`config.mk`:
```
export PLATFORM = sky130hd
export DESIGN_NAME = tng_csr
export DESIGN_NICKNAME = d
export VERILOG_FILES = /design/src/hw/rtl/tng_pkg.sv /design/src/hw/rtl/tng_csr.sv
export SDC_FILE = /design/constraint.sdc
export NUM_CORES = 1
export LEC_CHECK = 0
export BUFFER_PORTS_ARGS = -buffer_cell sky130_fd_sc_hd__buf_4
export CORE_UTILIZATION = 40
export DETAILED_ROUTE_END_ITERATION = 10
export GPL_ROUTABILITY_DRIVEN = 0
export PLACE_DENSITY = 0.64
export SLEW_MARGIN = 40
export SYNTH_ARGS = -nofsm -noshare
export SYNTH_HDL_FRONTEND = slang
export SYNTH_SLANG_ARGS = --single-unit
```
`constraint.sdc`:
```
create_clock -name clock -period 2.7 [get_ports clock]
set_clock_uncertainty 0.1 [all_clocks]
set_input_delay 0.27 -clock clock [delete_from_list [all_inputs] [get_ports clock]]
set_output_delay 0.27 -clock clock [all_outputs]
set_load 0.005 [all_outputs]
```
`src/hw/rtl/tng_pkg.sv`:
```
// Package for the tone and noise generator: shared constants, register
// indexes and the configuration bundle. No dependencies.

package tng_pkg;

   // Defaults of the top-level parameters.
   localparam int MAX_CHANNELS_DEF    = 8;
   localparam int SINE_TABLE_BITS_DEF = 10;
   localparam int SAMPLE_BITS_DEF     = 16;

   // Register file geometry.
   localparam int CSR_ADDR_W = 5;
   localparam int CSR_DATA_W = 32;

   // Fixed field widths.
   localparam int AMP_W       = 15;
   localparam int AMP_FRAC    = 15;
   localparam int CH_COUNT_W  = 4;
   localparam int CHANNEL_W   = 3;
   localparam int PHASE_W     = 32;
   localparam int NOISE_W     = 32;

   // Register reset values.
   localparam logic             NOISE_MODE_RST    = 1'b0;
   localparam logic [PHASE_W-1:0] PHASE_STEP_RST  = 32'd39370534;
   localparam logic [AMP_W-1:0]   AMPLITUDE_RST   = 15'd6554;
   localparam logic [CH_COUNT_W-1:0] CH_COUNT_RST = 4'd2;
   localparam logic [NOISE_W-1:0] NOISE_SEED_RST  = 32'd1;

   typedef enum logic [2:0] {
      CSR_NOISE_MODE    = 3'd0,
      CSR_PHASE_STEP    = 3'd1,
      CSR_AMPLITUDE     = 3'd2,
      CSR_CHANNEL_COUNT = 3'd3,
      CSR_NOISE_SEED    = 3'd4
   } csr_index_type;

   typedef struct packed {
      logic                  noise_mode;
      logic [PHASE_W-1:0]    phase_step;
      logic [AMP_W-1:0]      amplitude;
      logic [CH_COUNT_W-1:0] channel_count;
      logic [NOISE_W-1:0]    noise_seed;
      logic                  seed_load;
   } cfg_type;

endpackage

```
`src/hw/rtl/tng_csr.sv`:
```
// Configuration registers of the tone and noise generator behind an
// APB-style port. Depends on tng_pkg.

module tng_csr
   import tng_pkg::*;
(
   input  logic                  clock,
   input  logic                  reset,
   input  logic                  psel,
   input  logic                  penable,
   input  logic                  pwrite,
   input  logic [CSR_ADDR_W-1:0] paddr,
   input  logic [CSR_DATA_W-1:0] pwdata,
   output logic [CSR_DATA_W-1:0] prdata,
   output logic                  pready,
   output cfg_type               cfg
);

   logic                  mode_ff,  mode_in;
   logic [PHASE_W-1:0]    step_ff,  step_in;
   logic [AMP_W-1:0]      amp_ff,   amp_in;
   logic [CH_COUNT_W-1:0] count_ff, count_in;
   logic [NOISE_W-1:0]    seed_ff,  seed_in;
   logic                  load_in;
   logic                  wr_en;
   csr_index_type         index;

   assign pready = 1'b1;
   assign wr_en  = psel && penable && pwrite;
   assign index  = csr_index_type'(paddr[CSR_ADDR_W-1:2]);

   always_comb begin
      mode_in  = mode_ff;
      step_in  = step_ff;
      amp_in   = amp_ff;
      count_in = count_ff;
      seed_in  = seed_ff;
      load_in  = 1'b0;
      if (wr_en) begin
         unique case (index)
            CSR_NOISE_MODE:    mode_in  = pwdata[0];
            CSR_PHASE_STEP:    step_in  = pwdata[PHASE_W-1:0];
            CSR_AMPLITUDE:     amp_in   = pwdata[AMP_W-1:0];
            CSR_CHANNEL_COUNT: count_in = pwdata[CH_COUNT_W-1:0];
            CSR_NOISE_SEED: begin
               seed_in = pwdata[NOISE_W-1:0];
               load_in = 1'b1;
            end
            default: ;
         endcase
      end
   end

   always_ff @(posedge clock) begin
      if (reset) begin
         mode_ff  <= NOISE_MODE_RST;
         step_ff  <= PHASE_STEP_RST;
         amp_ff   <= AMPLITUDE_RST;
         count_ff <= CH_COUNT_RST;
         seed_ff  <= NOISE_SEED_RST;
      end else begin
         mode_ff  <= mode_in;
         step_ff  <= step_in;
         amp_ff   <= amp_in;
         count_ff <= count_in;
         seed_ff  <= seed_in;
      end
   end

   always_comb begin
      unique case (index)
         CSR_NOISE_MODE:    prdata = CSR_DATA_W'(mode_ff);
         CSR_PHASE_STEP:    prdata = CSR_DATA_W'(step_ff);
         CSR_AMPLITUDE:     prdata = CSR_DATA_W'(amp_ff);
         CSR_CHANNEL_COUNT: prdata = CSR_DATA_W'(count_ff);
         CSR_NOISE_SEED:    prdata = CSR_DATA_W'(seed_ff);
         default:           prdata = '0;
      endcase
   end

   // The noise register reloads at the same edge that writes the seed, so a
   // transaction accepted right after the write already sees the new seed.
   assign cfg.noise_mode    = mode_ff;
   assign cfg.phase_step    = step_ff;
   assign cfg.amplitude     = amp_ff;
   assign cfg.channel_count = count_ff;
   assign cfg.noise_seed    = seed_in;
   assign cfg.seed_load     = load_in;

endmodule

```
Word-level counts from Yosys, hierarchy flattened
Cells that the tools add are included.
- reductions and logical operators: 7
- muxes and demuxes: 5
- equality and inequality tests: 4
- operators by type and width (cell ; number):
    $pmux 32 s5 ; 1
    $mux 32 ; 2
    $reduce_and 2->1 ; 4
    $eq 3x2->1 const B ; 2
    $eq 3x1->1 const B ; 1
    $eq 3x3->1 const B ; 1
    $logic_not 3->1 ; 1
    $logic_and 1x1->1 ; 2
    $mux 1 ; 2
- flip-flop bits (word level): 84
- input port bits: 42
- logic and storage cells: 21

Depth between registers and ports, before layout
- word-level depth: 3
- mapped depth: 6

Worst setup path before layout
Ideal clock, no wire load.
- kind: in2out
- start point: input paddr[3]
- end point: output cfg[23] (netlist name)
- stages on the path: 4
- arrival: 1.165 ns
- path slack: 1.165 ns
- data required time: 2.330 ns
- cell sequence: and4b_1 > nand2_4 > buf_6 > mux2_1
- RTL lines (element ; line ; text):
    start, declared ; tng_csr.sv:12 ; input logic [CSR_ADDR_W-1:0] paddr,
    end, declared ; tng_csr.sv:16 ; output cfg_type cfg

==> impl_metrics.py <==
metrics = {
    "clock_network": {
        "cts_resized": 0,
        "cts_buffer_depth": 2,
        "cts_tree": "built",
        "clock-sinks": 84,
        "path_clk_slew_ns": 0.08,
        "htreeDepth": 3,
        "cts_root_buf": "clkbuf_8",
        "worstSkewPairLatency_ns": 0.34,
        "cts_setup_buffers": 0,
        "cts_buffers": 9,
        "holdBufCountCts": 0,
    },
    "layout": {
        "syn_to_final_growth_pct": 32.4,
        "diodes": 0,
        "mostFrequentLayoutCells": "buf_4 (166), nand2b_1 (94), mux2i_1 (86)",
        "finalNetCount": 657,
        "final_common_cell": "buf_4",
        "drive_gt1_share_pct": 31.6,
        "final_area_sq_um": 5960,
    },
    "place": {
        "place_ws_ns": 0.475,
        "portBuffers": 156,
        "dp_hpwl_um": 8180,
        "dpl_cell_area_sq_um": 5720,
    },
    "yosys": {
        "synth_cell_type_count": 27,
        "synth_cells": 479,
        "synth_area_sq_um": 4500,
        "syn_avg_cell_area_sq_um": 9.40,
        "yosysWarningCount": 0,
        "ys_seq_elements": 84,
        "seq_area_frac_synth_pct": 37.4,
        "mappedNetlistNets": 521,
    },
    "worst_setup_path": {
        "start_kind": "input pin",
        "cp.arrival_ns": 1.79,
        "r2r_setup_slack_ns": 1.92,
        "critPathMaxFanout": 41,
        "path_class": "in2out",
        "crit_required_ns": 2.33,
        "end_kind": "primary output",
    },
    "sta": {
        "setup_tns_ns": 0,
        "setup_viol": 0,
        "hold_violations": 0,
        "drv_slew": 0,
        "timing.fmax_ghz": 0.463,
        "finalCritPeriodShare_pct": 80.0,
        "worstMarginPinSlew_ns": 0.663,
        "fin_crit_ns": 2.16,
        "hold-worst-slack_ns": 0.100,
        "final.setup.worst_slack_ns": 0.540,
        "slew_headroom_pct": 55.7,
        "grt_setup_unrepaired": "no",
    },
    "floorplan": {
        "row_count": 38,
        "fp.dieW_um": 108,
        "ios": 160,
        "fp.dieH_um": 108,
        "core_area_sq_um": 10900,
        "die-area_sq_um": 11700,
        "start_util_pct": 41.3,
    },
    "grt": {
        "grt_max_degree": 62,
        "grt.overflow.total": 0,
        "antenna_found_initial": 0,
        "grt_pass1_wl_um": 18500,
        "grt_pass1_vias": 3612,
        "grt_usage_pct": 20.2,
    },
    "drt": {
        "wire_per_inst_um": 15.6,
        "routed_wl_um": 11900,
        "ant_nets": 0,
        "drc": 0,
        "drt_iter0_drc": 212,
        "vias": 3818,
        "firstDrtPassIters": 5,
        "vias_per_cell": 5.02,
    },
    "min_path": {
        "hold_path.class": "in2reg",
    },
    "flow_run": {
        "cap_violations": 0,
    },
    "power": {
        "ir_drop_uv": 279,
        "power.density_nw_per_um2": 437,
        "power_leakage_nw": 2.69,
    },
    "run_status": {
        "status": "complete, no violations",
    },
}
report_power, final:
| part | internal (W) | total (W) | leakage [nW] | switching (W) |
|---|---|---|---|---|
| Clock | 0.000617 | 0.00108 | 0.117 | 0.000458 |
| Sequential | 0.00125 | 0.00125 | 0.678 | 0.00000773 |
| Combinational | 0.000136 | 0.000273 | 1.90 | 0.000137 |
| Total | 0.00200 | 0.00260 | 2.69 | 0.000603 |
critical path, stage by stage:
cell and delay (ns):
buf_4 0.24, nor2b_2 0.25, nand2_4 0.39, mux2_1 0.48, buf_4 0.14
through the flow:
step / utilization [%] / instances / power (W)
2_1_floorplan: - / 479 / 0.00143
3_3_place_gp: 52.6 / 744 / 0.00155
3_5_place_dp: 52.6 / 744 / 0.00156
4_1_cts: 54.7 / 760 / 0.00263
5_1_grt: 54.7 / 760 / 0.00271
6_report: 54.7 / 760 / 0.00260
metal layers:
| layer | up-vias | routed length [um] | GRT usage, % |
|---|---|---|---|
| met1 | 1804 | 5260 | 24.9 |
| met5 | - | 0 | 0 |
| li1 | 1886 | - | - |
| met3 | 5 | 814 | 4.70 |
| met4 | 0 | 64 | 5.28 |
| met2 | 123 | 5760 | 35.3 |
cells in the mapped netlist:
cell type,instances,area (sq um)
dfxtp_1,84,1680
clkbuf_1,16,60.1
mux2_2,6,67.6
nand4_4,1,21.3
buf_1,1,3.75
buf_2,15,75.1
buf_4,5,37.5
o21ai_0,15,75.1
and4b_1,1,10.0
nand3b_1,2,15.0
mux2i_1,86,861
o21a_1,1,7.51
inv_2,1,3.75
mux2_1,29,327
nor2b_1,4,25.0
and2_1,1,6.26
conb_1,1,3.75
a22oi_1,31,233
nand2_4,1,11.3
nor3_4,1,16.3
buf_6,6,67.6
nor3b_2,1,12.5
nand2b_1,94,588
nor2_1,59,221
or3b_1,1,8.76
o21ai_1,1,5.00
nand2_1,15,56.3
cell type report:
cell class                      instances  area [sq um]
Inverter                                1          3.75
Timing Repair Buffer                  168          1290
Clock inverter                          6           111
Sequential cell                        84          1680
Fill cell                            1019          4930
Clock buffer                           10           128
Tap cell                              140           175
Multi-Input combinational cell        351          2570
state kept, by name, summed over array words and instances, names as in the netlist:
register / count
seed_ff: 32
step_ff: 32
amp_ff: 15
count_ff: 4
mode_ff: 1
logic make-up after synthesis:
| logic type | count (synthesis) | synth area share (%) |
|---|---|---|
| flip-flops | 84 | 37.4 |
| AND/OR/NAND/NOR | 181 | 22.0 |
| other | 1 | 0.0833 |
| multiplexers | 121 | 27.9 |
| AO/OA/AOI/OAI | 48 | 7.12 |
| buffers and inverters | 44 | 5.50 |
final timing paths:
| check | from | to | depth (start not counted) |
|---|---|---|---|
| setup / recovery | paddr[4] | cfg[3] | 5 |
| hold / removal | pwdata[10] | step_ff[10] | 3 |
| setup reg to reg | amp_ff[6] | amp_ff[6] | 2 |
| hold reg to reg | step_ff[0] | step_ff[0] | 2 |
Note: power is estimated with default switching activity, not from simulation.
