**src/hw/rtl/tng_pkg.sv**
```systemverilog
// Package for the tone and noise generator: shared constants, register
// indexes and the configuration bundle. No dependencies.

package tng_pkg;

   // Defaults of the top-level parameters.
   localparam int MAX_CHANNELS_DEF    = 8;
   localparam int SINE_TABLE_BITS_DEF = 10;
   localparam int SAMPLE_BITS_DEF     = 16;

   // Register file geometry.
   localparam int CSR_ADDR_W = 5;
   localparam int CSR_DATA_W = 32;

   // Fixed field widths.
   localparam int AMP_W       = 15;
   localparam int AMP_FRAC    = 15;
   localparam int CH_COUNT_W  = 4;
   localparam int CHANNEL_W   = 3;
   localparam int PHASE_W     = 32;
   localparam int NOISE_W     = 32;

   // Register reset values.
   localparam logic             NOISE_MODE_RST    = 1'b0;
   localparam logic [PHASE_W-1:0] PHASE_STEP_RST  = 32'd39370534;
   localparam logic [AMP_W-1:0]   AMPLITUDE_RST   = 15'd6554;
   localparam logic [CH_COUNT_W-1:0] CH_COUNT_RST = 4'd2;
   localparam logic [NOISE_W-1:0] NOISE_SEED_RST  = 32'd1;

   typedef enum logic [2:0] {
      CSR_NOISE_MODE    = 3'd0,
      CSR_PHASE_STEP    = 3'd1,
      CSR_AMPLITUDE     = 3'd2,
      CSR_CHANNEL_COUNT = 3'd3,
      CSR_NOISE_SEED    = 3'd4
   } csr_index_type;

   typedef struct packed {
      logic                  noise_mode;
      logic [PHASE_W-1:0]    phase_step;
      logic [AMP_W-1:0]      amplitude;
      logic [CH_COUNT_W-1:0] channel_count;
      logic [NOISE_W-1:0]    noise_seed;
      logic                  seed_load;
   } cfg_type;

endpackage

```
**src/hw/rtl/tng_chan_seq.sv**
```systemverilog
// Output sequencer: repeats one frame sample on each channel of the frame
// and flags the last channel. Depends on tng_pkg.

module tng_chan_seq
   import tng_pkg::*;
#(
   parameter int MAX_CHANNELS = MAX_CHANNELS_DEF,
   parameter int SAMPLE_BITS  = SAMPLE_BITS_DEF,
   parameter int CNT_W        = $clog2(MAX_CHANNELS + 1)
)
(
   input  logic                          clock,
   input  logic                          reset,
   input  logic                          frame_valid,
   output logic                          frame_ready,
   input  logic signed [SAMPLE_BITS-1:0] frame_sample,
   input  logic [CNT_W-1:0]              frame_count,
   output logic                          rsp_valid,
   input  logic                          rsp_ready,
   output logic signed [SAMPLE_BITS-1:0] rsp_sample,
   output logic [CHANNEL_W-1:0]          rsp_channel,
   output logic                          rsp_last_channel
);

   localparam int CH_W = (MAX_CHANNELS > 1) ? $clog2(MAX_CHANNELS) : 1;

   logic                          vld_ff, vld_in;
   logic [CH_W-1:0]               chan_ff, chan_in;
   logic signed [SAMPLE_BITS-1:0] sample_ff;
   logic [CNT_W-1:0]              count_ff;
   logic                          last;
   logic                          load;

   assign last        = (CNT_W'(chan_ff) + CNT_W'(1)) == count_ff;
   assign frame_ready = !vld_ff || (rsp_ready && last);
   assign load        = frame_valid && frame_ready;

   always_comb begin
      vld_in  = vld_ff;
      chan_in = chan_ff;
      if (vld_ff && rsp_ready) begin
         if (last) begin
            vld_in = 1'b0;
         end else begin
            chan_in = chan_ff + CH_W'(1);
         end
      end
      if (load) begin
         vld_in  = 1'b1;
         chan_in = '0;
      end
   end

   always_ff @(posedge clock) begin
      if (reset) begin
         vld_ff  <= 1'b0;
         chan_ff <= '0;
      end else begin
         vld_ff  <= vld_in;
         chan_ff <= chan_in;
      end
   end

   always_ff @(posedge clock) begin
      if (load) begin
         sample_ff <= frame_sample;
         count_ff  <= frame_count;
      end
   end

   assign rsp_valid        = vld_ff;
   assign rsp_sample       = sample_ff;
   assign rsp_channel      = CHANNEL_W'(chan_ff);
   assign rsp_last_channel = last;

endmodule

```
**config.mk**
```make
export PLATFORM = sky130hd
export DESIGN_NAME = tng_chan_seq
export DESIGN_NICKNAME = d
export VERILOG_FILES = /design/src/hw/rtl/tng_pkg.sv /design/src/hw/rtl/tng_chan_seq.sv
export SDC_FILE = /design/constraint.sdc
export NUM_CORES = 1
export LEC_CHECK = 0
export ABC_AREA = 1
export BUFFER_PORTS_ARGS = -buffer_cell sky130_fd_sc_hd__buf_4
export CORE_MARGIN = 3
export CORE_UTILIZATION = 38
export DETAILED_ROUTE_END_ITERATION = 16
export GPL_ROUTABILITY_DRIVEN = 0
export PLACE_DENSITY_LB_ADDON = 0.3
export SLEW_MARGIN = 20
export SYNTH_ARGS = -nofsm -noshare
export SYNTH_HDL_FRONTEND = slang
export SYNTH_SLANG_ARGS = --single-unit
```
**constraint.sdc**
```tcl
create_clock -name clock -period 5.1 [get_ports clock]
set_input_delay 0.51 -clock clock [delete_from_list [all_inputs] [get_ports clock]]
set_output_delay 0.51 -clock clock [all_outputs]
set_load 0.02 [all_outputs]
```
==> Word level (Yosys, flattened, before mapping) <==
Cells that the tools add are included.
{ "word_totals": {"regBits": 24, "latchBits": 0, "ramBits": 0, "romBits": 0, "input_bits": 24, "output_inout_bits": 22, "wordCells": 21, "n_memories": 0} }
{ "classes": {"addsub": 2, "multipliers": 0, "n_div": 0, "order_cmp": 0, "n_eq_ne": 1, "n_shift": 0, "n_mux": 3, "n_bitwise": 1, "n_reduce_logical": 10} }
{ "op_table": {"columns": ["cell", "count"], "rows": [
  ["3-bit by 1-bit adder with 4-bit output, second input constant", 1],
  ["4-bit == test", 1],
  ["2-bit AND reduction", 2],
  ["2-bit nonzero test", 2],
  ["3-bit by 1-bit adder with 3-bit output, second input constant", 1],
  ["1-bit logical AND", 3],
  ["1-bit 2-to-1 mux", 3],
  ["2-bit OR reduction", 1],
  ["1-bit zero test", 1],
  ["1-bit logical OR", 1],
  ["1-bit inverter", 1]
]} }

==> Longest topological paths before layout <==
Gate-level depths: netlist (run 1).
{ "depth": {"word_depth": 7, "depth_mapped": 11, "mapped_depth_nobuf": 11} }

==> Worst setup path before layout (run 1) <==
Ideal clock, no wire load.
{ "synth_timing": {"path_type": "reg-to-reg", "startpoint": "reg chan_ff[0], in the netlist rsp_channel[0]", "endpoint": "reg count_ff[0] (enable)", "setup_time_ns": 0.375, "arrival_ns": 1.756, "t_required_ns": 4.725, "setup_slack_ns": 2.969, "path_stages_with_launch": 9, "n_path_buf": 0, "period_less_slack_ns": 2.131, "cell_sequence": "dfxtp_1 ha_1 nand2_1 nand2_1 nor2_4 nand3_4 nand2_2 nand3_1 inv_1"} }
{ "synth_via": {"elab_chain_len": 5} }
{ "synth_rtl": {"columns": ["item", "line", "text"], "rows": [
  ["start, declared", "tng_chan_seq.sv:28", "logic [CH_W-1:0] chan_ff, chan_in;"],
  ["start signal, assigned", "tng_chan_seq.sv:60", "chan_ff <= chan_in;"],
  ["3-bit by 1-bit adder with 4-bit output", "tng_chan_seq.sv:34", "assign last = (CNT_W'(chan_ff) + CNT_W'(1)) == count_ff;"],
  ["4-bit == test", "tng_chan_seq.sv:34", null],
  ["1-bit logical AND", "tng_chan_seq.sv:35", "assign frame_ready = !vld_ff || (rsp_ready && last);"],
  ["1-bit logical OR", "tng_chan_seq.sv:35", null],
  ["1-bit logical AND", "tng_chan_seq.sv:36", "assign load = frame_valid && frame_ready;"],
  ["net load", "tng_chan_seq.sv:32", "logic load;"],
  ["end signal, assigned", "tng_chan_seq.sv:67", "count_ff <= frame_count;"],
  ["end, declared", "tng_chan_seq.sv:30", "logic [CNT_W-1:0] count_ff;"]
]} }
The timed path passes the listed nets, and every way through them passes these cells.
A chain may end at the register's enable or synchronous reset.

==> Worst setup path in the final report (run 1) <==
{ "layout_timing": {"startpoint": "reg chan_ff[0], in the netlist rsp_channel[0]", "endpoint": "out frame_ready"} }
{ "layout_via": {"elab_chain_len": 4} }
{ "layout_rtl": {"columns": ["item", "line", "text"], "rows": [
  ["3-bit by 1-bit adder with 4-bit output", "tng_chan_seq.sv:34", null],
  ["4-bit == test", "tng_chan_seq.sv:34", null],
  ["1-bit logical AND", "tng_chan_seq.sv:35", null],
  ["1-bit logical OR", "tng_chan_seq.sv:35", null],
  ["end, declared", "tng_chan_seq.sv:15", "output logic frame_ready,"]
]} }
No other way between the ends.

==> results of run 1 <==
==> layout by cell type (no fill, tap or decap) <==
cell type  Yosys  final
ha_1           1      1
bufinv_16      0      1
nand2_1       21     21
nand2_2        4      4
nor2_1         3      3
o21ai_1        1      1
clkbuf_4       0      3
inv_1         17     17
nand2_4        1      1
nand3_4        1      1
nand3_2        2      2
nor2_4         1      1
nand4_1        1      1
nand3_1        5      5
buf_4          0     45
edfxtp_1      20     20
dfxtp_1        4      4
==> synth_stat cells, drive strengths merged <==
library cell | number | area share [%]
edfxtp | 20 | 62
nand4 | 1 | 0.65
inv | 17 | 6.6
nand2 | 26 | 12
o21ai | 1 | 0.52
nor2 | 4 | 2.3
nand3 | 8 | 6.5
dfxtp | 4 | 8.3
ha | 1 | 1.3
==> worst register-to-register path: stages (launching register included) <==
cell	delay, ps
dfxtp_1	460
ha_1	300
nand2_1	80
nand2_1	70
nor2_4	130
nand3_4	120
nand2_2	90
nand3_1	80
inv_1	540
==> logic make-up after synthesis <==
kind of cell,count (synthesis),share of synthesized area [%]
AND/OR/NAND/NOR,39,21.3
buffers and inverters,17,6.59
adder cells (fa/ha/maj),1,1.29
flip-flops,24,70.3
AO/OA/AOI/OAI,1,0.516
==> routing by layer <==
layer	track usage, %	share of wire, %	vias up
met1	11.6	37	315
met5	0	0	-
met3	6.67	11	4
li1	-	-	360
met4	5.08	1.9	0
met2	20.1	49	28
==> through the flow <==
stage | hold WS [ps] | area, um2 | instances
4_1_cts | 362 | 1390 | 159
5_1_grt | 345 | 1390 | 159
3_5_place_dp | 587 | 1340 | 155
6_report | 371 | 1390 | 159
3_3_place_gp | 564 | 1340 | 155
2_1_floorplan | 609 | 968 | 82
==> path summary, 6_finish.rpt <==
path | cells after the start | end | slack, ps
hold / removal | 1 | rsp_sample[4] | 370
hold reg to reg | 4 | rsp_channel[1] | 610
setup reg to reg | 8 | count_ff[1] | 2860
setup / recovery | 9 | frame_ready | 2790
==> state kept, by name (all words and copies together), names as in the netlist <==
register     flops
rsp_channel      3
rsp_sample      16
count_ff         4
rsp_valid        1
==> cell type report <==
class	count	area [um2]
fillers	196	925
flip-flops and latches	24	681
repair buffers	45	338
multi-input cells	41	224
inverters	17	63.8
well taps	28	35.0
clock inverters	1	30.0
clock buffers	3	22.5
==> power breakdown <==
group          switching [mW]  leakage (nW)  internal [mW]
registers             0.00458         0.221          0.226
clock network          0.0540        0.0279         0.0793
logic                  0.0326         0.410         0.0283
total                  0.0912         0.659          0.333
==> key figures, run 1 <==
Detailed routing
  – DRT Pass-1 Iters: 3
  – Detailed Route WL: between 1500 and 2000 um
  – DR DRC count: 0
  – Antenna viol nets, final: 0
  – DR WL/cell: 11.2 um
  – Iter 0 DRT Violations: 15
  – Via density: between 4 and 5
  – Vias: 707

STA
  – Max frequency: 433 MHz
  – Final TNS setup: 0 ps
  – RSZ-0062 raised after global routing: no
  – Slew Viols, Final: 0
  – Final worst slack: 2790 ps
  – Final cycle utilization of the critical path: 45.3%
  – Final setup fails: 0
  – Min cycle time layout: 2310 ps
  – Endpoints failing hold: 0
  – Tightest Pin Transition: between 700 and 800 ps
  – Worst Skew: ~4.6 ps
  – Slew headroom: 51.6%

Hold path
  – Hold WC Path Type: primary input to flop
  – Worst Min Path Start: frame_sample[4]

Die
  – Die Span Y: approximately 56 um
  – Die X: 56.5 um
  – Die area: between 0.003 and 0.004 mm2
  – FP Rows: 17
  – Top Ports: between 40 and 50
  – Initial core utilization: 41.8%
  – Core area: between 0.002 and 0.0025 mm2

Synthesis
  – Seq/Total Area, Yosys: between 70% and 80%
  – Synthesized instance count: 82
  – #FFs+latches synth: 24
  – Yosys warnings: 0
  – Avg Cell Area, Syn: 11.8 um2
  – Post-synthesis cell type count: 14
  – Mapped Nets: between 100 and 150
  – Area of the mapped netlist: ~970 um2

Clock tree
  – Clk Latency, worst-skew pair: 300 ps
  – Worst-path clk slew: between 100 and 150 ps
  – Maximum clock insertion buffer count: 2
  – Hold buffer count at cts: 0
  – H-Tree Level Count: 1
  – CTS Sinks: 24
  – Post-CTS resize count: 0
  – TritonCTS clock tree: yes
  – Clock Tree Root: clkbuf_4
  – Total setup buffers inserted after CTS: 0
  – CTS buffer count: 3

Run
  – Max-cap violations: 0

Worst setup path
  – Worst Path Buf+Inv: 2
  – Type of origin of the critical path: flop
  – Delay-heaviest family, CP: simple AND/OR/NAND/NOR gates
  – Crit path max fanout: 7
  – CP required: 4590 ps
  – Critical-path cell list: ha_1 > nand2_1 > nand2_1 > nor2_4 > nand3_4 > nand2_2 > nand2_1 > inv_1 > buf_4
  – Max incr delay on CP: 460 ps
  – R2R Path Start: rsp_channel[0]
  – CP Capture Type: output pin
  – CP startpoint: rsp_channel[0]
  – Worst EP arrival: between 1500 and 2000 ps
  – Critical-path top delay cell: dfxtp_1
  – CP most frequent cell: nand2_1
  – Crit Path Class: flop to output pin

GRT
  – Global-route wire length before repair: just under 3000 um
  – Pin count of the biggest net entering global routing: 21
  – Vias in the first global route: between 700 and 800
  – Initial antenna violation count: 0
  – Remaining global-route overflow: 0
  – Global Route Usage Sum: 11.8%

Pwr
  – Leakage: between 0.6 and 0.7 nW
  – Tot Pwr: between 400 and 500 uW
  – VDD IR max: approximately 0.21 mV
  – P per Cell Area: between 300 and 400 mW/mm2

Layout
  – Synthesis-to-finish area growth: 43.9%
  – N_diodes: 0
  – Final nets: 157
  – Layout cells sized above 1: roughly 44%
  – Final Util: approximately three fifths

Outcome
  – Run status: complete, no violations

Placed design
  – Port bufs: 45
  – Place WS: roughly 2800 ps
  – HPWL after detailed placement: roughly 1400 um
Note: power is estimated with default switching activity, not from simulation.
==> run 2: changes to the inputs <==
==> constraint.sdc (replaced) <==
create_clock -name clock -period 2.05 [get_ports clock]
set_input_delay 0.205 -clock clock [delete_from_list [all_inputs] [get_ports clock]]
set_output_delay 0.205 -clock clock [all_outputs]
set_load 0.02 [all_outputs]
==> run 2 against run 1 <==
Clock skew about the same. Wire length up 3.2%. Clock-buffer cell count unchanged. Total power rose to 2.5 times the previous value. First-iteration DRC count up 40%. Cell area up 2.4%. Die area unchanged. Sequential power up 150%. Sequential share of layout area down 1.2 points. Register-to-register slack worse by 2700 ps. Utilization up 1.5 points. Largest power group unchanged.
==> key figures, run 2 (same netlist as run 1, synthesis figures left out) <==
Layout
  – Layout cells sized above 1: approximately 47%
  – Commonest non-fill, non-tap cell in the layout: buf_4
  – N_diodes: 0
  – Synthesis-to-finish area growth: 47.4%
  – Max reg flops: 16
  – Final nets: 161
  – Most frequent cells in the layout: buf_4, nand2_1, edfxtp_1
  – Sequential cell area: 681 um2
  – Fill cells: between 150 and 200
  – Area of the multi-input gates: around 220 um2

Die
  – Die X: approximately 56 um
  – Die area: between 0.003 and 0.004 mm2
  – Top Ports: 46
  – Die Span Y: ~56 um
  – Core area: 0.00232 mm2
  – FP Rows: 17
  – Initial core utilization: a little over two fifths

Clock tree
  – TritonCTS clock tree: yes
  – CTS Sinks: 24
  – CTS buffer count: 3
  – Maximum clock insertion buffer count: 2
  – Worst-path clk slew: approximately 130 ps
  – Clock Tree Root: clkbuf_4
  – Hold buffer count at cts: 0
  – H-Tree Level Count: 1
  – Clk Latency, worst-skew pair: about 310 ps

STA
  – Slew Viols, Final: 0
  – Final setup fails: 0
  – Final worst slack: 160 ps
  – RSZ-0062 raised after global routing: no
  – Endpoints failing hold: 0
  – Tightest Pin Transition: roughly 270 ps
  – Max frequency: about 530 MHz
  – Min cycle time layout: roughly 1900 ps
  – Worst Skew: ~4.2 ps
  – Slew headroom: 82.1%
  – Final cycle utilization of the critical path: between 90% and 100%
  – Final TNS setup: 0 ps

Worst setup path
  – CP required: roughly 1900 ps
  – Crit Path Class: flop to output pin
  – Worst EP arrival: 1680 ps
  – Type of origin of the critical path: flop
  – Crit path max fanout: 5
  – CP Capture Type: output pin

Run
  – Max-cap violations: 0

Pwr
  – P per Cell Area: around 750 mW/mm2
  – Sequential fraction of design power: between 50% and 60%
  – Switching power of the nets: approximately 230 uW
  – Combinational fraction of design power: between 15 and 20%
  – Clk network pwr share: between 30% and 40%
  – Cell Int Power: 832 uW
  – Switch share: 22.0%
  – Leakage: between 0.6 and 0.7 nW
  – VDD IR max: about 0.66 mV

GRT
  – Global Route Usage Sum: between 10% and 20%
  – Initial antenna violation count: 0
  – Remaining global-route overflow: 0
  – Pin count of the biggest net entering global routing: 21
  – Vias in the first global route: 725
  – Global-route wire length before repair: around 3000 um

Detailed routing
  – DRT Pass-1 Iters: 2
  – Detailed Route WL: between 1500 and 2000 um
  – Iter 0 DRT Violations: 21
  – Vias: between 700 and 800
  – DR WL/cell: 11.3 um
  – Via density: approximately 4.3
  – Antenna viol nets, final: 0
  – DR DRC count: 0

Placed design
  – Place WS: around 110 ps
  – Port bufs: 45
  – HPWL after detailed placement: about 1400 um

Hold path
  – Hold WC Path Type: primary input to flop

Outcome
  – Run status: complete, no violations
run 2: cell types whose count changed in the layout (fill, tap and decap cells not counted), sizes merged:
cell	previous run	this run
buf	45	48
clkinvlp	0	2
inv	17	16
run 2: metal layers:
layer / GRT usage (%) / up-vias / part of all wire, %
li1: - / 369 / -
met1: 13.2 / 315 / 38
met4: 5.08 / 0 / 0.76
met3: 5.52 / 2 / 9.3
met2: 20.5 / 23 / 52
met5: 0 / - / 0
run 2: power by group through the flow:
stage | clock network, mW | logic, mW | registers (mW)
2_1_floorplan | 0 | 0.0492 | 0.610
3_3_place_gp | 0 | 0.158 | 0.581
3_5_place_dp | 0 | 0.161 | 0.582
4_1_cts | 0.345 | 0.161 | 0.571
5_1_grt | 0.362 | 0.174 | 0.575
6_report | 0.335 | 0.161 | 0.570
run 2: path summary, 6_finish.rpt:
path                   startpoint  depth (start not counted)  slack, ps          endpoint
setup / recovery   rsp_channel[0]                          9        160  rsp_last_channel
hold / removal    frame_sample[1]                          1         60     rsp_sample[1]
setup reg to reg   rsp_channel[0]                          9        180     rsp_sample[6]
hold reg to reg    rsp_channel[2]                          4        630    rsp_channel[2]
run 2: repair_timing:
action	4_1_cts	5_1_grt
setup endpoints to repair	0	20
gates resized for setup	0	1
setup buffers	0	0
run 2: cell type report:
class | count | area share (%)
tap | 28 | 2.45
timing repair buffer | 48 | 25.2
sequential | 24 | 47.7
clock buffer | 3 | 1.58
multi-input combinational | 41 | 15.7
clock inverter | 1 | 2.10
inverter | 17 | 4.73
timing repair inverter | 1 | 0.526
run 2: critical path, cell delays in order (launching register included):
cell     delay [ps]
dfxtp_1         340
ha_1            310
inv_1            40
nand2_1          50
nand2_1          90
nor2_4          130
nand3_4          80
buf_4           160
inv_1            50
buf_4           130
run 2: per-stage QoR:
step,instances,power (mW),util (%),area (um2),hold slack (ps)
floorplan,82,0.659,-,972,304
global placement,158,0.739,59.0,1370,383
detailed placement,158,0.743,59.0,1370,384
CTS,162,1.08,61.3,1420,48.9
global route,163,1.11,61.6,1430,35.5
finish,163,1.07,61.6,1430,59.9
==> run 3: changes to the inputs <==
--- a/config.mk
+++ b/config.mk
@@ -7,7 +7,6 @@
 export LEC_CHECK = 0
 export ABC_AREA = 1
 export BUFFER_PORTS_ARGS = -buffer_cell sky130_fd_sc_hd__buf_4
-export CORE_MARGIN = 3
 export CORE_UTILIZATION = 38
 export DETAILED_ROUTE_END_ITERATION = 16
 export GPL_ROUTABILITY_DRIVEN = 0
==> run 3 against run 2 <==
Non-clock buffer count did not move. Combinational power is essentially flat. Register-to-register slack gained 30 ps. Critical path type unchanged. Fmax grew 1.5%.
==> key figures, run 3 (same netlist as run 1, synthesis figures left out) <==
Worst setup path
  – Delay-heaviest family, CP: buffers and inverters
  – Worst EP arrival: between 1500 and 2000 ps
  – Worst Path Buf+Inv: 4
  – Max incr delay on CP: 330 ps
  – Crit Path Class: flop to output pin
  – Crit path max fanout: 5
  – Worst Reg-to-Reg Cells: 9
  – Critical-path top delay cell: dfxtp_1
  – Critical-path cell list: ha_1 > inv_1 > nand2_1 > nand2_1 > nor2_4 > nand3_4 > buf_4 > inv_1 > buf_4
  – Type of origin of the critical path: flop
  – CP required: roughly 1900 ps
  – CP Capture Type: output pin
  – WP depth: 9

Pwr
  – VDD IR max: about 0.56 mV
  – Tot Pwr: 931 uW
  – Leakage: 0.654 nW
  – P per Cell Area: approximately 660 mW/mm2

STA
  – Min cycle time layout: ~1900 ps
  – Endpoints failing hold: 0
  – Tightest Pin Transition: ~280 ps
  – Slew Viols, Final: 0
  – Final worst slack: 188 ps
  – Max frequency: about 540 MHz
  – Final TNS setup: 0 ps
  – Final setup fails: 0
  – Final cycle utilization of the critical path: just over 90%
  – Worst Skew: between 10 and 15 ps
  – RSZ-0062 raised after global routing: no
  – Fin Hold WS: around 65 ps
  – Slew headroom: 81.6%

Clock tree
  – Worst-path clk slew: between 100 and 150 ps
  – CTS buffer count: 3
  – Total setup buffers inserted after CTS: 0
  – Maximum clock insertion buffer count: 2
  – Hold buffer count at cts: 0
  – CTS Sinks: 24
  – Clock Tree Root: clkbuf_4
  – Clk Latency, worst-skew pair: ~300 ps
  – H-Tree Level Count: 1
  – TritonCTS clock tree: yes

Hold path
  – Worst Hold Depth: 1
  – Hold WC Path Type: primary input to flop

Die
  – Die Span Y: 52.5 um
  – Die X: 52.5 um
  – Core area: approximately 0.0023 mm2
  – Initial core utilization: 42.2%
  – Top Ports: 46
  – Die area: approximately 0.0028 mm2
  – FP Rows: 17

Placed design
  – Dpl cell area: 0.00137 mm2
  – Place WS: between 100 and 150 ps
  – Port bufs: 45
  – HPWL after detailed placement: between 1000 and 1500 um
  – Dpl cells: about 160

Outcome
  – Run status: complete, no violations

Detailed routing
  – Iter 0 DRT Violations: 3
  – Via density: around 4.6
  – DR WL/cell: around 11 um
  – WL met2: slightly below 1000 um
  – Detailed Route WL: around 1800 um
  – Routed length on met1: ~640 um
  – Vias: around 740
  – Routed wl met3: approximately 150 um
  – Antenna viol nets, final: 0
  – Max Used Layer: met4
  – DRT Pass-1 Iters: 4
  – DR DRC count: 0

GRT
  – Remaining global-route overflow: 0
  – Global Route Usage Sum: approximately 15%
  – Initial antenna violation count: 0
  – Vias in the first global route: slightly above 700
  – Global-route wire length before repair: 2840 um
  – Pin count of the biggest net entering global routing: 21

Layout
  – Post-route cell area: roughly 0.0014 mm2
  – Fill cells: roughly 180
  – Commonest non-fill, non-tap cell in the layout: buf_4
  – N_diodes: 0
  – Final Util: between 60% and 70%
  – Most frequent cells in the layout: buf_4, nand2_1, edfxtp_1
  – Layout cells sized above 1: between 40% and 50%
  – Max reg flops: 16
  – Non-filler cells in the finished layout: roughly 160
  – Final nets: roughly 160
  – Synthesis-to-finish area growth: 44.7%

Run
  – Max-cap violations: 0
==> run 3: changes by cell type in the layout (fill, tap and decap cells not counted) <==
| cell | delta |
|---|---|
| bufinv_16 | -1 |
| clkbuf_1 | +1 |
==> run 3: worst paths after layout <==
path | end | startpoint | slack [ps]
max reg2reg | rsp_sample[4] | rsp_channel[0] | 210
min reg2reg | rsp_valid | rsp_valid | 650
max | rsp_last_channel | rsp_channel[0] | 190
min | rsp_sample[1] | frame_sample[1] | 60
==> run 3: routing by layer <==
metal | vias up | GRT usage, %
met5 | - | 0
met4 | 0 | 8.77
met3 | 8 | 5.80
met2 | 28 | 26.4
met1 | 340 | 13.4
li1 | 368 | -
==> run 3: layout make-up <==
type | count | area (um2) | area share (%)
Inverter | 17 | 67.6 | 4.82
Timing Repair Buffer | 48 | 360 | 25.7
Multi-Input combinational cell | 41 | 224 | 16.0
Tap cell | 28 | 35.0 | 2.50
Timing Repair inverter | 1 | 7.51 | 0.536
Sequential cell | 24 | 681 | 48.6
Clock buffer | 4 | 26.3 | 1.88
==> run 3: repair_timing <==
item                       in CTS  in global routing
gates resized for setup         0                  1
hold endpoints to repair        0                  0
setup endpoints to repair       0                 20
==> run 3: where the power goes <==
group	switching, mW	leakage (nW)	internal (mW)
clock	0.124	0.0150	0.0758
combinational	0.0860	0.418	0.0741
sequential	0.0104	0.221	0.561
total	0.221	0.654	0.711
